`src/rtl/core/rbwd_pkg.sv`:
```
// shared types and constants for the repeated bit window detector
package rbwd_pkg;

	localparam int MIN_LEN = 4;
	localparam int POS_W   = 32;
	localparam int PAT_W   = 20;
	localparam int LEN_W   = 5;

	localparam logic [1:0] STAT_FILL      = 2'd0;
	localparam logic [1:0] STAT_NEW       = 2'd1;
	localparam logic [1:0] STAT_FIRST_DUP = 2'd2;
	localparam logic [1:0] STAT_LATCHED   = 2'd3;

	typedef struct packed {
		logic func;
		logic bit_in;
	} in_word_t;

	typedef struct packed {
		logic [1:0]       status;
		logic [POS_W-1:0] position;
		logic [PAT_W-1:0] pattern;
	} out_word_t;

	typedef enum logic [1:0] {
		S_CLEAR,
		S_IDLE,
		S_READ,
		S_EMIT
	} state_t;

	typedef struct packed {
		logic accept;
		logic check;
		logic load_out;
		logic clr_en;
	} cmd_t;

	typedef struct packed {
		logic in_restart;
		logic in_fill;
		logic rst_pend;
		logic slot_free;
		logic clr_done;
	} sts_t;

endpackage

```
`src/rtl/core/rbwd_ctrl.sv`:
```
// controller state machine sequencing accept, lookup, emit and clear
module rbwd_ctrl (
	input  logic           clk,
	input  logic           arst_n,
	input  logic           in_valid,
	output logic           in_stall,
	input  rbwd_pkg::sts_t sts,
	output rbwd_pkg::cmd_t cmd
);
	import rbwd_pkg::*;

	state_t state_q;
	state_t state_next;

	always_ff @(posedge clk or negedge arst_n) begin
		if (!arst_n) begin
			state_q <= S_CLEAR;
		end else begin
			state_q <= state_next;
		end
	end

	always_comb begin
		state_next = state_q;
		case (state_q)
			S_CLEAR: begin
				if (sts.clr_done) state_next = S_IDLE;
			end
			S_IDLE: begin
				if (in_valid) begin
					state_next = (sts.in_restart || sts.in_fill) ? S_EMIT : S_READ;
				end
			end
			S_READ: begin
				state_next = S_EMIT;
			end
			S_EMIT: begin
				if (sts.slot_free) state_next = sts.rst_pend ? S_CLEAR : S_IDLE;
			end
			default: begin
				state_next = S_CLEAR;
			end
		endcase
	end

	always_comb begin
		cmd      = '0;
		in_stall = 1'b1;
		case (state_q)
			S_CLEAR: begin
				cmd.clr_en = 1'b1;
			end
			S_IDLE: begin
				in_stall   = 1'b0;
				cmd.accept = in_valid;
			end
			S_READ: begin
				cmd.check = 1'b1;
			end
			S_EMIT: begin
				cmd.load_out = sts.slot_free;
			end
			default: begin
				cmd = '0;
			end
		endcase
	end

endmodule

```
`config.mk`:
```
export PLATFORM = sky130hd
export DESIGN_NAME = rbwd_ctrl
export DESIGN_NICKNAME = d
export VERILOG_FILES = /design/src/rtl/core/rbwd_pkg.sv /design/src/rtl/core/rbwd_ctrl.sv
export SDC_FILE = /design/constraint.sdc
export NUM_CORES = 1
export LEC_CHECK = 0
export ABC_AREA = 1
export ABC_CLOCK_PERIOD_IN_PS = 1500
export BUFFER_PORTS_ARGS = -buffer_cell sky130_fd_sc_hd__buf_2
export CAP_MARGIN = 30
export CORE_AREA = 2 2 39 41
export DETAILED_ROUTE_END_ITERATION = 10
export DIE_AREA = 0 0 41 43
export HOLD_SLACK_MARGIN = 0.05
export PLACE_DENSITY = 0.39
export SLEW_MARGIN = 0
export SYNTH_ARGS = -nofsm -noshare
export SYNTH_HDL_FRONTEND = slang
export SYNTH_SLANG_ARGS = --single-unit
```
`constraint.sdc`:
```
create_clock -name clk -period 1.5 [get_ports clk]
set_input_delay 0.3 -clock clk [delete_from_list [all_inputs] [get_ports clk]]
set_output_delay 0.3 -clock clk [all_outputs]
set_load 0.1 [all_outputs]
```
# ---- Word-level counts from Yosys, hierarchy flattened
# Cells that the tools add are included.
dict set report totals {
  output_inout_bits 5
  reg_bits 2
  inputBits 8
  wordCells 21
}
dict set report classes {
  reduce_logical 3
  eq_ne 6
  mux 11
}
# op count
set ops {}
lappend ops {{one-hot mux 2 bit (4 select lines)} 1}
lappend ops {{two-way mux 1 bit} 7}
lappend ops {{two-way mux 2 bit} 3}
lappend ops {{inequality test 2 bit, second input constant} 3}
lappend ops {{equality test 2 bit, second input constant} 2}
lappend ops {{AND reduction 3 bit} 1}
lappend ops {{equality test 2 x 1 -> 1 bit, second input constant} 1}
lappend ops {{zero test 2 bit} 1}
lappend ops {{logical OR 1 bit} 1}

# ---- Depth between registers and ports, before layout
dict set report logic_depth {
  depth_word 4
  ltp_mapped 8
  mapped_depth_nobuf 8
}

# ---- Least setup slack after synthesis
# No wires, ideal clock.
dict set report synth_timing {
  path_type {flip-flop to flip-flop}
  from {reg state_q[0]}
  to {reg state_q[0]}
  setup_time_ps 116
  path_stages_with_launch 8
  setup_slack_ps -314
  n_path_buf 0
  synth_period_minus_slack_ps 1814
  arrival_ps 1697
  required_time_ps 1384
  path_cell_list {dfrtp_1 -> inv_1 -> ha_1 -> nand2_1 -> nand2_2 -> nor2_2 -> nand2_1 -> nand2_1}
}
dict set report synth_between {
  elab_chain_len 3
  elab_cells_between_ends 9
  cone_classes {eq/ne (6); mux (1); reduce/logical (2)}
}
# item line
set synth_lines {}
lappend synth_lines {{start, declared} rbwd_ctrl.sv:12} ;# state_t state_q;
lappend synth_lines {{start signal, assigned} rbwd_ctrl.sv:19} ;# state_q <= state_next;
lappend synth_lines {{equality test 2 bit, or another cell as far along} rbwd_ctrl.sv:25} ;# case (state_q)
lappend synth_lines {{inequality test 2 bit (no source line)} --}
lappend synth_lines {{AND reduction 3 bit (no source line)} --}
# Parallel ways exist; a longest one is shown, timed or not.
# A chain may end at the register's enable or synchronous reset.

==> results.yml <==
final_layout:
  layout_common_cells: "9 x nand2_1, 7 x inv_1, 7 x buf_2"
  top_regs: "state_q x2"
  num_antenna_cells: 0
  final_cells: 70
  finalNetCount: 68
  final_common_cell: "nand2_1"
  design_area_um2: 483
  max_flop_register: "state_q"
  drive_gt1_frac: 0.611
  largest_reg_flops: 2
  area_growth_syn_to_layout_pct: 111
  fillCellCount: 146
synth:
  yosysWarnings: 0
  synth_area_per_cell_um2: 6.19
  synth_cell_types: 10
  syn-num-nets: 49
  synth_area_um2: 229
  synth_seq_cells: 2
  syn_inst: 37
  seq_area_frac_synth: 0.219
sta:
  slew_headroom: 0.894
  rsz0062_at_grt: "yes"
  worstMarginPinSlew_ns: 0.158
  slew_violations: 0
  clock_skew_ns: 0.00110
  fin_hold_ws_ns: 0.396
  hold_violations: 0
  period_minus_slack_ns: 1.50
  post-route-period-util: 0.999
  fmax_mhz: 668
  finalSetupViolations: 0
grt:
  grt_usage: 0.0643
  grt_pass1_vias: 206
  grt_pass1_wl_um: 759
  overflow: 0
  grt_max_degree: 5
  antenna_found_initial: 0
floorplanning:
  fp.dieH_um: 43
  dieArea_um2: 1760
  die_w_um: 41
  row_count: 14
  core_um2: 1380
  ios: 13
  initial_core_util: 0.165
clocking:
  h-tree-depth: 1
  cts_buffer_depth: 2
  clockRootBuffer: "clkbuf_4"
  numCtsBuffers: 3
  clk_latency_ns: 0.22
  clk_pin_slew_ns: 0.03
  tritoncts: "done"
  cts.sinks: 2
critical_path:
  rr_worst_depth: 8
  critPathKind: "reg2out"
  crit_path_max_incr_delay_ns: 0.43
  worst_setup_path_end_kind: "output port"
  required_ns: 1.20
  path_max_fanout: 4
  cp-start-kind: "flip-flop"
  worst-r2r-setup-slack_ns: 0.29
  worst_ep_arrival_time_ns: 1.20
  timing.rr.start: "state_q[0]$_DFFE_PN0P_"
  cp_slowest_cell: "dfrtp_2"
  r2r_end: "state_q[0]$_DFFE_PN0P_"
  crit_path_cell_trace: "inv_2, ha_4, nand2_4, clkinvlp_4, buf_12"
route:
  wl_um: 503
  routed_via_density: 3.51
  drtPass1Iterations: 1
  vias: 246
  routedWlPerCell_um: 7.19
  ant_nets: 0
  drt_iter0_markers: 0
  drc: 0
placement:
  dp.cells: 65
  dp_hpwl_um: 406
  io_buffers: 12
  gp_congestion: 0.703
  place_area_um2: 400
outcome:
  status: "complete, no violations"
run:
  maxCapViolCount: 0
min_path:
  hold_class: "in2async"
-- critical path: cells and delay by family, from the launching register on --
family	cells	cell delay [ns]
flip-flops	1	0.43
adder cells (fa/ha/maj)	1	0.17
buffers and inverters	3	0.32
AND/OR/NAND/NOR	1	0.05
-- layer usage --
layer | track usage | vias to the layer above | routed length, um
met5 | 0 | - | 0
met4 | 0.0600 | 0 | 0
met3 | 0 | 0 | 38
met2 | 0.0906 | 7 | 256
met1 | 0.0836 | 103 | 209
li1 | - | 136 | -
-- metrics by stage --
| step | util | setup TNS, ns | setup slack, ns |
|---|---|---|---|
| final | 0.349 | 0 | 0.00209 |
| after global routing | 0.349 | -0.126 | -0.0485 |
| after CTS | 0.332 | -0.0287 | -0.0242 |
| after detailed placement | 0.289 | 0 | 0.0409 |
| after global placement | 0.289 | 0 | 0.0505 |
| after floorplan | - | 0 | 0.00574 |
-- worst max path at each step --
stage                                 startpoint     end  cells past startpoint
after floorplan           state_q[1]$_DFFE_PN0P_  cmd[3]                      4
after CTS                 state_q[0]$_DFFE_PN0P_  cmd[1]                      4
after detailed placement  state_q[1]$_DFFE_PN0P_  cmd[3]                      5
after global placement    state_q[1]$_DFFE_PN0P_  cmd[3]                      5
after global routing      state_q[1]$_DFFE_PN0P_  cmd[3]                      5
final                     state_q[1]$_DFFE_PN0P_  cmd[3]                      5
-- repair_timing --
action | CTS | global route
endpoints found under the hold margin | 2 | 0
setup buffers | 0 | 1
hold buffers | 1 | 0
gates resized for setup | 8 | 3
endpoints found under the setup margin | 3 | 4
-- kinds of logic after synthesis --
logic type                 Yosys count  synth area share
AOI/OAI and AO/OA                    1            0.0218
and+or+nand+nor                     18             0.344
adders and majority gates            4             0.219
buffers and inverters               12             0.197
DFF                                  2             0.219
-- cell type report --
type / instances / area (um^2) / area share
multi-input cells: 23 / 179 / 0.370
repair buffers: 14 / 153 / 0.316
inverters: 12 / 56.3 / 0.117
flip-flops and latches: 2 / 52.6 / 0.109
clock buffers: 3 / 22.5 / 0.0466
well taps: 16 / 20.0 / 0.0415
-- synth_stat cells --
master | n | share of area
nor2_2 | 1 | 0.027
nand3_1 | 1 | 0.022
nand2_1 | 11 | 0.18
ha_1 | 4 | 0.22
nand2_2 | 3 | 0.082
inv_2 | 1 | 0.016
inv_1 | 11 | 0.18
o21ai_0 | 1 | 0.022
nor2_1 | 2 | 0.033
dfrtp_1 | 2 | 0.22
Power is left out: the tool's default activity adds up to more than one toggle a clock period on the data nets, which glitch-free logic cannot reach.
